[config.mk]
export PLATFORM = sky130hd
export DESIGN_NAME = gregorian_date_span_counter
export DESIGN_NICKNAME = d
export VERILOG_FILES = /design/src/design/gdsc_pkg.sv /design/src/design/gdsc_date_ord.sv /design/src/design/gregorian_date_span_counter.sv
export SDC_FILE = /design/constraint.sdc
export NUM_CORES = 1
export LEC_CHECK = 0
export BUFFER_PORTS_ARGS = -buffer_cell sky130_fd_sc_hd__buf_2
export CORE_ASPECT_RATIO = 0.75
export CORE_MARGIN = 2
export CORE_UTILIZATION = 30
export CTS_CLUSTER_SIZE = 28
export DETAILED_ROUTE_END_ITERATION = 6
export PLACE_DENSITY = 0.48
export SYNTH_ARGS = -nofsm -noshare
export SYNTH_HDL_FRONTEND = slang
export SYNTH_HIERARCHICAL = 1
export SYNTH_SLANG_ARGS = --single-unit
[constraint.sdc]
create_clock -name clk_i -period 11.6 [get_ports clk_i]
set_input_delay 0.58 -clock clk_i [delete_from_list [all_inputs] [get_ports clk_i]]
set_output_delay 0.58 -clock clk_i [all_outputs]
set_load 0.005 [all_outputs]
[src/design/gdsc_pkg.sv]
// ---------------------------------------------------------------------------
// gdsc_pkg
// types, constants and calendar tables shared by the date span counter
// ---------------------------------------------------------------------------
`default_nettype none

package gdsc_pkg;

  localparam int unsigned YearW         = 14;
  localparam int unsigned MonthW        = 4;
  localparam int unsigned DayW          = 5;
  localparam int unsigned CountW        = 22;
  localparam int unsigned OrdW          = 23;
  localparam int unsigned LimitW        = 15;
  localparam int unsigned YearLimitDef  = 9999;
  localparam int unsigned MonthsPerYear = 12;
  localparam int unsigned DaysPerYear   = 365;
  localparam int unsigned Century       = 100;
  localparam int unsigned LatDate       = 3;

  // floor(y / 100) as (y * Recip100) >> Recip100Shift, exact for 14-bit y
  localparam int unsigned Recip100      = 5243;
  localparam int unsigned RecipW        = 13;
  localparam int unsigned Recip100Shift = 19;
  localparam int unsigned ProdW         = YearW + RecipW;
  localparam int unsigned QuotW         = ProdW - Recip100Shift;

  localparam logic [CountW-1:0] CountMax = {CountW{1'b1}};

  typedef struct packed {
    logic [YearW-1:0]  start_year;
    logic [MonthW-1:0] start_month;
    logic [DayW-1:0]   start_day;
    logic [YearW-1:0]  end_year;
    logic [MonthW-1:0] end_month;
    logic [DayW-1:0]   end_day;
    logic              include_end;
  } item_t;

  typedef struct packed {
    logic [CountW-1:0] day_count;
    logic              bad_date;
  } result_t;

  // per-date result handed from the ordinal pipe to the span stage
  typedef struct packed {
    logic            valid;
    logic            ok;
    logic [OrdW-1:0] ord;
  } date_ord_t;

  function automatic logic [DayW-1:0] month_len(input logic [MonthW-1:0] m,
                                                input logic leap);
    logic [DayW-1:0] len;
    case (m)
      4'd2:    len = leap ? 5'd29 : 5'd28;
      4'd4:    len = 5'd30;
      4'd6:    len = 5'd30;
      4'd9:    len = 5'd30;
      4'd11:   len = 5'd30;
      default: len = 5'd31;
    endcase
    return len;
  endfunction

  // days in the year before the first of month m, common year
  function automatic logic [8:0] days_before(input logic [MonthW-1:0] m);
    logic [8:0] n;
    case (m)
      4'd2:    n = 9'd31;
      4'd3:    n = 9'd59;
      4'd4:    n = 9'd90;
      4'd5:    n = 9'd120;
      4'd6:    n = 9'd151;
      4'd7:    n = 9'd181;
      4'd8:    n = 9'd212;
      4'd9:    n = 9'd243;
      4'd10:   n = 9'd273;
      4'd11:   n = 9'd304;
      4'd12:   n = 9'd334;
      default: n = 9'd0;
    endcase
    return n;
  endfunction

endpackage

`default_nettype wire

[src/design/gdsc_date_ord.sv]
// ---------------------------------------------------------------------------
// gdsc_date_ord
// three-stage pipe: checks one date and forms its day ordinal from 1 jan 0
// ---------------------------------------------------------------------------
`default_nettype none

module gdsc_date_ord #(
  parameter int unsigned YEAR_LIMIT = gdsc_pkg::YearLimitDef
) (
  input  wire logic                           clk_i,
  input  wire logic                           rst_ni,
  input  wire logic                           valid_i,
  input  wire logic [gdsc_pkg::YearW-1:0]     year_i,
  input  wire logic [gdsc_pkg::MonthW-1:0]    month_i,
  input  wire logic [gdsc_pkg::DayW-1:0]      day_i,
  output gdsc_pkg::date_ord_t                 res_o
);
  import gdsc_pkg::*;

  // stage 1: quotient by 100, range flags
  logic                  v1_q;
  logic [YearW-1:0]      y1_q;
  logic [MonthW-1:0]     m1_q;
  logic [DayW-1:0]       d1_q;
  logic [QuotW-1:0]      q1_q;
  logic                  bad1_q;
  logic [ProdW-1:0]      prod1;
  logic                  bad1_d;

  assign prod1  = ProdW'(year_i) * ProdW'(Recip100);
  assign bad1_d = ({1'b0, year_i} > LimitW'(YEAR_LIMIT)) ||
                  (month_i < MonthW'(1)) || (month_i > MonthW'(MonthsPerYear));

  always_ff @(posedge clk_i or negedge rst_ni) begin
    if (!rst_ni) begin
      v1_q <= 1'b0;
    end else begin
      v1_q <= valid_i;
    end
  end

  always_ff @(posedge clk_i) begin
    y1_q   <= year_i;
    m1_q   <= month_i;
    d1_q   <= day_i;
    q1_q   <= prod1[ProdW-1:Recip100Shift];
    bad1_q <= bad1_d;
  end

  // stage 2: remainder by 100, leap rule, 365 * year
  logic                  v2_q;
  logic [YearW-1:0]      y2_q;
  logic [MonthW-1:0]     m2_q;
  logic [DayW-1:0]       d2_q;
  logic [QuotW-1:0]      q2_q;
  logic                  rnz2_q;
  logic                  leap2_q;
  logic                  bad2_q;
  logic [OrdW-1:0]       y365_2_q;
  logic [YearW-1:0]      r100;
  logic                  rnz2_d;

  assign r100   = y1_q - (YearW'(q1_q) * YearW'(Century));
  assign rnz2_d = (r100 != '0);

  always_ff @(posedge clk_i or negedge rst_ni) begin
    if (!rst_ni) begin
      v2_q <= 1'b0;
    end else begin
      v2_q <= v1_q;
    end
  end

  always_ff @(posedge clk_i) begin
    y2_q     <= y1_q;
    m2_q     <= m1_q;
    d2_q     <= d1_q;
    q2_q     <= q1_q;
    rnz2_q   <= rnz2_d;
    leap2_q  <= rnz2_d ? (y1_q[1:0] == 2'b00) : (q1_q[1:0] == 2'b00);
    bad2_q   <= bad1_q;
    y365_2_q <= OrdW'(y1_q) * OrdW'(DaysPerYear);
  end

  // stage 3: leap-day corrections, month offset, day check
  logic [OrdW-1:0]       c4;
  logic [OrdW-1:0]       c100;
  logic [OrdW-1:0]       c400;
  logic [OrdW-1:0]       cum;
  logic                  day_ok;
  logic [OrdW-1:0]       ord_d;
  logic                  v3_q;
  logic                  ok3_q;
  logic [OrdW-1:0]       ord3_q;

  assign c4     = OrdW'(({1'b0, y2_q} + (YearW+1)'(3)) >> 2);
  assign c100   = OrdW'(q2_q) + OrdW'(rnz2_q);
  assign c400   = OrdW'(q2_q >> 2) + OrdW'(rnz2_q || (q2_q[1:0] != 2'b00));
  assign cum    = OrdW'(days_before(m2_q)) +
                  OrdW'(leap2_q && (m2_q > MonthW'(2)));
  assign day_ok = (d2_q != '0) && (d2_q <= month_len(m2_q, leap2_q));
  assign ord_d  = y365_2_q + c4 - c100 + c400 + cum + OrdW'(d2_q) - OrdW'(1);

  always_ff @(posedge clk_i or negedge rst_ni) begin
    if (!rst_ni) begin
      v3_q <= 1'b0;
    end else begin
      v3_q <= v2_q;
    end
  end

  always_ff @(posedge clk_i) begin
    ok3_q  <= !bad2_q && day_ok;
    ord3_q <= ord_d;
  end

  assign res_o = '{valid: v3_q, ok: ok3_q, ord: ord3_q};

endmodule

`default_nettype wire

[src/design/gregorian_date_span_counter.sv]
// ---------------------------------------------------------------------------
// gregorian_date_span_counter
// days between two proleptic gregorian dates, with date checking
// ---------------------------------------------------------------------------
// Takes one beat per clock: busy never rises, so start may be held high to
// stream a new pair of dates every cycle. Each beat gives exactly one result
// on done_o / result_o once it has passed the three stages of the per-date
// ordinal pipe and then the span register; results cannot be held off by
// the receiver and each stays on the ports for a single cycle. The ordinal
// pipe works in this order: a reciprocal multiply for year / 100,
// then remainder, leap rule and 365 * year, then the ordinal sum. A month
// outside 1 to 12, a day outside the month, or a year above YEAR_LIMIT in
// either date sets bad_date and forces day_count to zero. Counts above the
// 22-bit range saturate, which needs a raised YEAR_LIMIT.
// ---------------------------------------------------------------------------
`default_nettype none

module gregorian_date_span_counter #(
  parameter int unsigned YEAR_LIMIT = gdsc_pkg::YearLimitDef
) (
  input  wire logic             clk_i,
  input  wire logic             rst_ni,
  input  wire logic             start,
  output logic                  busy,
  input  wire gdsc_pkg::item_t  item_i,
  output logic                  done_o,
  output gdsc_pkg::result_t     result_o
);
  import gdsc_pkg::*;

  // fully pipelined, never refuses a beat
  assign busy = 1'b0;

  logic      take;
  date_ord_t start_ord;
  date_ord_t end_ord;

  assign take = start && !busy;

  // one ordinal pipe per date, running in lockstep
  gdsc_date_ord #(
    .YEAR_LIMIT (YEAR_LIMIT)
  ) u_start_ord (
    .clk_i   (clk_i),
    .rst_ni  (rst_ni),
    .valid_i (take),
    .year_i  (item_i.start_year),
    .month_i (item_i.start_month),
    .day_i   (item_i.start_day),
    .res_o   (start_ord)
  );

  gdsc_date_ord #(
    .YEAR_LIMIT (YEAR_LIMIT)
  ) u_end_ord (
    .clk_i   (clk_i),
    .rst_ni  (rst_ni),
    .valid_i (take),
    .year_i  (item_i.end_year),
    .month_i (item_i.end_month),
    .day_i   (item_i.end_day),
    .res_o   (end_ord)
  );

  // include_end rides alongside the ordinal pipes
  logic [LatDate-1:0] inc_q;

  always_ff @(posedge clk_i) begin
    inc_q <= {inc_q[LatDate-2:0], item_i.include_end};
  end

  // span stage: flag bad dates; else clamp spans below zero, add end day, saturate
  logic [OrdW:0]   span;
  logic [OrdW:0]   count;
  logic            both_ok;
  logic            done_q;
  result_t         result_q;
  result_t         result_d;

  assign span    = (start_ord.ord < end_ord.ord) ?
                   ({1'b0, end_ord.ord} - {1'b0, start_ord.ord}) : '0;
  assign count   = span + (OrdW+1)'(inc_q[LatDate-1]);
  assign both_ok = start_ord.ok && end_ord.ok;

  always_comb begin
    result_d = '0;
    if (!both_ok) begin
      result_d.bad_date = 1'b1;
    end else if (count > (OrdW+1)'(CountMax)) begin
      result_d.day_count = CountMax;
    end else begin
      result_d.day_count = count[CountW-1:0];
    end
  end

  always_ff @(posedge clk_i or negedge rst_ni) begin
    if (!rst_ni) begin
      done_q <= 1'b0;
    end else begin
      done_q <= start_ord.valid && end_ord.valid;
    end
  end

  always_ff @(posedge clk_i) begin
    result_q <= result_d;
  end

  assign done_o   = done_q;
  assign result_o = result_q;

  // both ordinal pipes must stay aligned beat for beat
  a_pipes_aligned: assert property (@(posedge clk_i) disable iff (!rst_ni)
    start_ord.valid == end_ord.valid)
    else $error("ordinal pipes out of step");

  // every accepted beat comes out after the fixed latency
  a_latency: assert property (@(posedge clk_i) disable iff (!rst_ni)
    take |-> ##(LatDate+1) done_o)
    else $error("result missing after accepted beat");

  // no result without a matching beat taken earlier
  a_no_spurious: assert property (@(posedge clk_i) disable iff (!rst_ni)
    done_o |-> $past(take, LatDate+1))
    else $error("result without accepted beat");

  // a bad date always reports a zero count
  a_bad_zero: assert property (@(posedge clk_i) disable iff (!rst_ni)
    (done_o && result_o.bad_date) |-> (result_o.day_count == '0))
    else $error("nonzero count on bad date");

endmodule

`default_nettype wire

==> qor.txt, run 1 <==
via/cell ratio = 4.42
# diodes = 0
share of the synthesized area in the top cell type = 24.7%
first-pass GRT wire length = 105 mm
H-tree level count = 2
GRT Overall Usage = 13.6%
max_cap viols = 0
worst hold path class = in2reg
CTS Sinks = 273
Cell Chain, Critical Path = o2111a_1 -> and2_1 -> xnor2_1 -> fa_1 -> fa_1 -> inv_1 -> fa_1 -> inv_1 -> fa_1 -> inv_1 -> ha_1 -> o21a_1 -> a2111oi_0 -> o31ai_1 -> o41ai_1 -> o21ai_0 -> a21oi_1 -> xnor2_1
Fmax achieved = 178 MHz
Ports = 75
Worst EP required = 12060 ps
Reg clk slew, reported paths = 70 ps
Yosys cell types = 105
Mapped Area = 0.0282 sq mm
worst-skew pair later-pin latency = 550 ps
Yosys Warn Count = 6
placed inst area = 0.0300 sq mm
gr ovfl total = 0
syn nets = 3881
Layout Skew = 31.5 ps
clk root buf = clkbuf_16
initial antenna violation count = 2
Num CTS Buffers = 37
Crit-path slowest cell = a2111oi_0
WL final = 64.1 mm
Post-synth EDFFs = 0
ys flop type = dfxtp_1
flops & latches, synth = 273
FF-to-FF End = u_start_ord/ord3_q[22]
top post-synthesis cells by area = ha_1, fa_1, dfxtp_1
Die ar. = 0.0967 sq mm
GP Congestion = 0.843
crit share post-route = 48.4%
count of final hold-check violations = 0
Tightest Pin Transition = 940 ps
Final HPWL DP = 54.5 mm
RSZ-0062 raised after global routing = false
total number of vias = 19200
FILL cells = 9658
syn_area_per_cell = 9.44 sq um
Worst Path Arrival = 6070 ps
Finished Cell Area = 0.0313 sq mm
setup TNS = 0 ps
Core Rows = 97
final net count = 3963
startpoint types = flip-flop
critical path peak fanout = 4
WHS Endpoint = u_start_ord/d1_q[0]
Routed WL per cell = 14.8 um
cell family with most CP delay = adder cells
TritonRoute pass-1 iters = 5
vias in the first global route = 19300
critical path buffer and inverter count = 3
CTS Hold Bufs = 1
sequential area share after synthesis = 19.5%
Crit path top cell by count = fa_1
Max-slew headroom = 36.0%
Final ANT Viol Nets = 0
Worst Hold Depth = 1
Die X = 358 um
Die Height = 270 um
largest net degree at the start of global routing = 24
worst r2r src = u_start_ord/y365_2_q[0]
cell count of the worst reg-to-reg path = 18
Worst Hold Launch = item_i[24]
status = completed
Async SR Flop Fraction = 2.56%
clock tree buffer depth = 3
CTS tree = built
Max Slew Vio Count = 0
IO buf count = 73
Setup CP Type = reg2reg
Post-CTS Setup Bufs = 0
Synth Instances = 2991
initial detailed-routing violation count = 915
Final setup viols = 0
slowest cell delay on critical path = 700 ps
r2r setup slk = 5990 ps
Area Overhead vs Synth = 10.7%
fraction of layout cells with a size suffix above 1 = 6.55%
post-cts gate resize count = 0
number of remaining DRC errors = 0
largest area contributor in the netlist = ha_1
CP Capture Type = flip-flop
Final min period = 5610 ps
Starting Density = 30.3%
core outline area = 0.0933 sq mm
## per-layer routing
layer	GRT usage, %	vias up	wire (um)
met5	0	-	10
met4	2.31	2	770
met3	1.71	51	2140
met2	18.1	244	23700
met1	22.9	8941	37500
li1	-	9940	-
## cells by family after synthesis
family / synth area share [%]
muxes: 0.966
adders and majority gates: 44.7
and+or+nand+nor: 8.58
AOI/OAI and AO/OA: 11.3
DFF: 19.5
xor gates and xnor gates: 4.90
other: 0.0133
buffers and inverters: 10.1
## worst max path at each step
stage	from	to	slack (ps)	cells after the start
floorplan	u_start_ord/q1_q[2]	u_start_ord/leap2_q	6560	19
finish	u_start_ord/y365_2_q[0]	u_start_ord/ord3_q[22]	5990	18
detailed placement	u_start_ord/y365_2_q[0]	u_start_ord/ord3_q[22]	6040	18
global placement	u_start_ord/y365_2_q[0]	u_start_ord/ord3_q[22]	6050	18
global route	u_start_ord/y365_2_q[0]	u_start_ord/ord3_q[22]	5530	18
CTS	u_start_ord/y365_2_q[0]	u_start_ord/ord3_q[22]	5980	18
## cell type report
type                    count  area, sq um  area share [%]
flip-flops and latches    273         5500            17.6
repair buffers             76          390            1.25
clock buffers              50         1040            3.34
multi-input cells        1976        19900            63.7
inverters                 709         2660            8.51
well taps                1237         1550            4.95
clock inverters            16          205           0.656
## worst reg2reg max path, delay by kind of cell (launching register included)
family / cells / cell delay (ps)
compound gates: 7 / 2210
xor+xnor: 2 / 310
fa+ha+maj: 5 / 2320
buf+inv: 3 / 140
flops: 1 / 340
simple gates: 1 / 190
## cell usage after synthesis, types with 6 or more instances
library cell,count
xor2_1,53
inv_1,709
nor2_1,104
dfrtp_1,7
nand4_1,18
nor2b_1,21
clkbuf_1,14
or3_1,10
o31ai_1,7
a311oi_1,6
mux2i_1,12
a31oi_1,10
nor3_1,45
nand2_1,115
o21a_1,23
and2_1,9
ha_1,557
buf_4,7
a21oi_1,154
xnor2_1,105
mux2_2,6
o21bai_1,13
dfxtp_1,266
o21ai_0,85
nand2b_1,17
a21o_1,42
a211oi_1,17
a21oi_2,20
or2_2,10
and3_1,14
fa_1,283
o211ai_1,14
nand3_1,58
nor4b_1,7
o21ai_1,12
## placed cells by master, fill, tap and decap left out, drive strengths merged, types with 11 or more instances in the layout
master / instances
inv: 714
ha: 557
fa: 283
dfxtp: 266
a21oi: 175
nand2: 115
xnor2: 105
nor2: 105
o21ai: 100
buf: 75
nand3: 60
xor2: 53
clkbuf: 50
nor3: 46
a21o: 44
o21a: 23
nor2b: 21
a211oi: 20
nand4: 19
nand2b: 18
and3: 15
o211ai: 14
o21bai: 13
mux2i: 13
or2: 11
a31oi: 11
and2: 11
## metrics by stage
step	hold WS [ps]	std cells	setup slack, ps	utilization [%]
after floorplan	284	2991	6560	-
after global placement	311	4270	6050	32.1
after detailed placement	312	4270	6040	32.1
after CTS	84.7	4337	5980	33.5
after global routing	99.3	4337	5530	33.5
final	124	4337	5990	33.5
## registers in the layout, indices dropped and copies added, names as in the netlist, 12 cells and up, named ones only
register	count
result_o	23
u_end_ord/ord3_q	23
u_end_ord/y365_2_q	23
u_start_ord/ord3_q	23
u_start_ord/y365_2_q	23
u_end_ord/y1_q	14
u_start_ord/y1_q	14
u_end_ord/y2_q	12
u_start_ord/y2_q	12
Power of run 1 is left out: the tool's default activity adds up to more than one toggle a clock period on the data nets, which glitch-free logic cannot reach.
==> run 2, diff against run 1 <==
- ABC_AREA: not set -> 1
- PLACE_DENSITY: 0.48 -> 0.5
- clock period: 11.6 -> 5.1 ns (I/O delays scaled with it)
==> run 2 against run 1 <==
Count of clock-buffer cells in the layout shrank 5. Flip-flop and latch count is the same. Via count grew 19%. Setup slack lost 5600 ps. Largest cell class unchanged.
==> qor.txt, run 2 <==
status = completed (unchanged)
Yosys Warn Count = 6 (unchanged)
Reg clk slew, reported paths = 60 ps (was 70 ps)
GRT met2 Usage = 20.0% (was 18.1%)
Final ANT Viol Nets = 0 (unchanged)
clock tree buffer depth = 3 (unchanged)
Max Slew Vio Count = 0 (unchanged)
via/cell ratio = 4.30 (was 4.42)
crit share post-route = 93.2% (was 48.4%)
CTS tree = built (unchanged)
setup TNS = 0 ps (unchanged)
ys flop type = dfxtp_1 (unchanged)
TritonRoute pass-1 iters = 7 (was 5)
Async SR Flop Fraction = 2.56% (unchanged)
max_cap viols = 0 (unchanged)
Layout Skew = 22.4 ps (was 31.5 ps)
leading cell type in the layout, fill and taps excluded = inv_1 (unchanged)
Worst EP required = 5520 ps (was 12060 ps)
cell count of the worst reg-to-reg path = 21 (was 18)
final core utilization = 33.8% (was 33.5%)
GRT busiest layer = met1 (unchanged)
CTS Sinks = 273 (unchanged)
syn nets = 4669 (was 3881)
Fmax achieved = 210 MHz (was 178 MHz)
core outline area = 0.101 sq mm (was 0.0933 sq mm)
Final min period = 4750 ps (was 5610 ps)
Routed WL per cell = 13.6 um (was 14.8 um)
critical path peak fanout = 5 (was 4)
IO buf count = 73 (unchanged)
count leader, synth = inv_1 (unchanged)
most frequent cells in the layout = inv_1, nand2_1, ha_1, fa_1, dfxtp_1 (was inv_1, ha_1, fa_1, dfxtp_1, a21oi_1)
Num CTS Buffers = 35 (was 37)
Final setup viols = 0 (unchanged)
initial detailed-routing violation count = 1017 (was 915)
final net count = 4820 (was 3963)
gr ovfl total = 0 (unchanged)
RSZ-0062 raised after global routing = false (unchanged)
Starting Density = 30.1% (was 30.3%)
GP Congestion = 0.855 (was 0.843)
largest area contributor in the netlist = ha_1 (unchanged)
GRT Overall Usage = 14.2% (was 13.6%)
count of final hold-check violations = 0 (unchanged)
Max-slew headroom = 57.8% (was 36.0%)
fraction of layout cells with a size suffix above 1 = 5.79% (was 6.55%)
Die X = 372 um (was 358 um)
first-pass GRT wire length = 119 mm (was 105 mm)
# diodes = 0 (unchanged)
Setup CP Type = reg2reg (unchanged)
largest net degree at the start of global routing = 21 (was 24)
Post-synth EDFFs = 0 (unchanged)
Core Rows = 101 (was 97)
Yosys cell types = 59 (was 105)
CP Capture Type = flip-flop (unchanged)
Synth Instances = 3779 (was 2991)
syn_area_per_cell = 8.04 sq um (was 9.44 sq um)
Die Height = 280 um (was 270 um)
FILL cells = 10800 (was 9658)
Post-Layout Cell Count = 5293 (was 4337)
number of remaining DRC errors = 0 (unchanged)
H-tree level count = 2 (unchanged)
Final HPWL DP = 62.4 mm (was 54.5 mm)
initial antenna violation count = 8 (was 2)
share of the synthesized area in the top cell type = 22.9% (was 24.7%)
worst-skew pair later-pin latency = 550 ps (about the same)
Post-CTS Setup Bufs = 0 (unchanged)
global-route track usage on met1 = 22.7% (was 22.9%)
worst hold path class = in2async (was in2reg)
Worst Path Arrival = 5170 ps (was 6070 ps)
Post-synth top cells = inv_1, nand2_1, ha_1, fa_1, dfxtp_1 (was inv_1, ha_1, fa_1, dfxtp_1, a21oi_1)
Placed Cells = 5183 (was 4270)
startpoint types = flip-flop (unchanged)
vias in the first global route = 22400 (was 19300)
sequential area share after synthesis = 18.1% (was 19.5%)
flops & latches, synth = 273 (unchanged)
Area Overhead vs Synth = 12.1% (was 10.7%)
total number of vias = 22700 (was 19200)
top post-synthesis cells by area = ha_1, fa_1, dfxtp_1 (unchanged)
clk root buf = clkbuf_16 (unchanged)
met3 Resource Use GR = 2.09% (was 1.71%)
Mapped Area = 0.0304 sq mm (was 0.0282 sq mm)
Ports = 75 (unchanged)
WL final = 71.7 mm (was 64.1 mm)
Tightest Pin Transition = 629 ps (was 940 ps)
Die ar. = 0.104 sq mm (was 0.0967 sq mm)
==> run 2: cell types whose count changed in the layout (fill, tap and decap cells not counted), moves of 21 or more <==
cell	change
nand2_1	+562
inv_1	+269
nor2_1	+124
nand3_1	+100
xnor2_1	-60
dlygate4sd3_1	+48
xor2_1	+37
nand4_1	+28
a21oi_1	-27
a21o_1	-25
nor2b_1	-21
o21a_1	-21
==> run 2: path summary, 6_finish.rpt <==
path                                               from                     end  slack, ps
worst min-delay path                             rst_ni                  done_o         70
max in group asynchronous                        rst_ni          u_end_ord/v2_q       4890
worst max register to register  u_start_ord/y365_2_q[0]  u_start_ord/ord3_q[17]        350
worst max-delay path            u_start_ord/y365_2_q[0]  u_start_ord/ord3_q[17]        350
min in group clk_i                    u_end_ord/d1_q[4]       u_end_ord/d2_q[4]        320
worst min register to register        u_end_ord/d1_q[4]       u_end_ord/d2_q[4]        320
==> run 2: metrics by stage <==
| step | worst slack, ps | instance area (sq um) | hold WS [ps] |
|---|---|---|---|
| detailed placement | 387 | 32400 | 92.1 |
| CTS | 350 | 34100 | 28.2 |
| global route | 25.2 | 34100 | 64.2 |
| global placement | 393 | 32400 | 92.0 |
| floorplan | 651 | 30400 | -40.6 |
| finish | 347 | 34100 | 65.8 |
==> run 2: cell type report <==
cell class | instances | area [sq um] | area share (%)
well taps | 1339 | 1680 | 4.92
flip-flops and latches | 273 | 5500 | 16.1
multi-input cells | 2510 | 21100 | 61.9
clock inverters | 16 | 204 | 0.599
inverters | 982 | 3690 | 10.8
repair buffers | 128 | 901 | 2.64
clock buffers | 45 | 1010 | 2.95
==> run 2: kinds of logic after synthesis <==
group	synth area share (%)
simple gates	18.2
compound gates	5.68
buf+inv	12.5
xor+xnor	3.94
flops	18.1
other cells	0.0123
fa+ha+maj	41.6
==> run 2: worst max-delay path, stage by stage, from the launching register on <==
cell and delay [ps]:
dfxtp_1 310, nor2_1 240, nor2_4 60, nand2_2 100, nor2_4 50, nand2_2 80, xor2_1 180, fa_1 450
fa_1 490, inv_1 50, fa_1 520, inv_1 50, fa_1 520, inv_1 40, ha_1 360, a21oi_1 200
nand2_1 150, a21boi_0 270, o21ai_0 190, nand3_1 110, nand2_1 60, xor2_1 130
==> run 2: timing repair <==
| action | CTS | global route |
|---|---|---|
| gates resized for setup | 0 | 0 |
| hold buffers | 49 | 0 |
| hold endpoints to repair | 57 | 0 |
==> run 2: routing by layer <==
layer	up-vias	wire length [um]
met2	344	27500
li1	12000	-
met3	64	3010
met4	4	845
met1	10400	40300
met5	-	27
Power of run 2 is left out for the same reason.
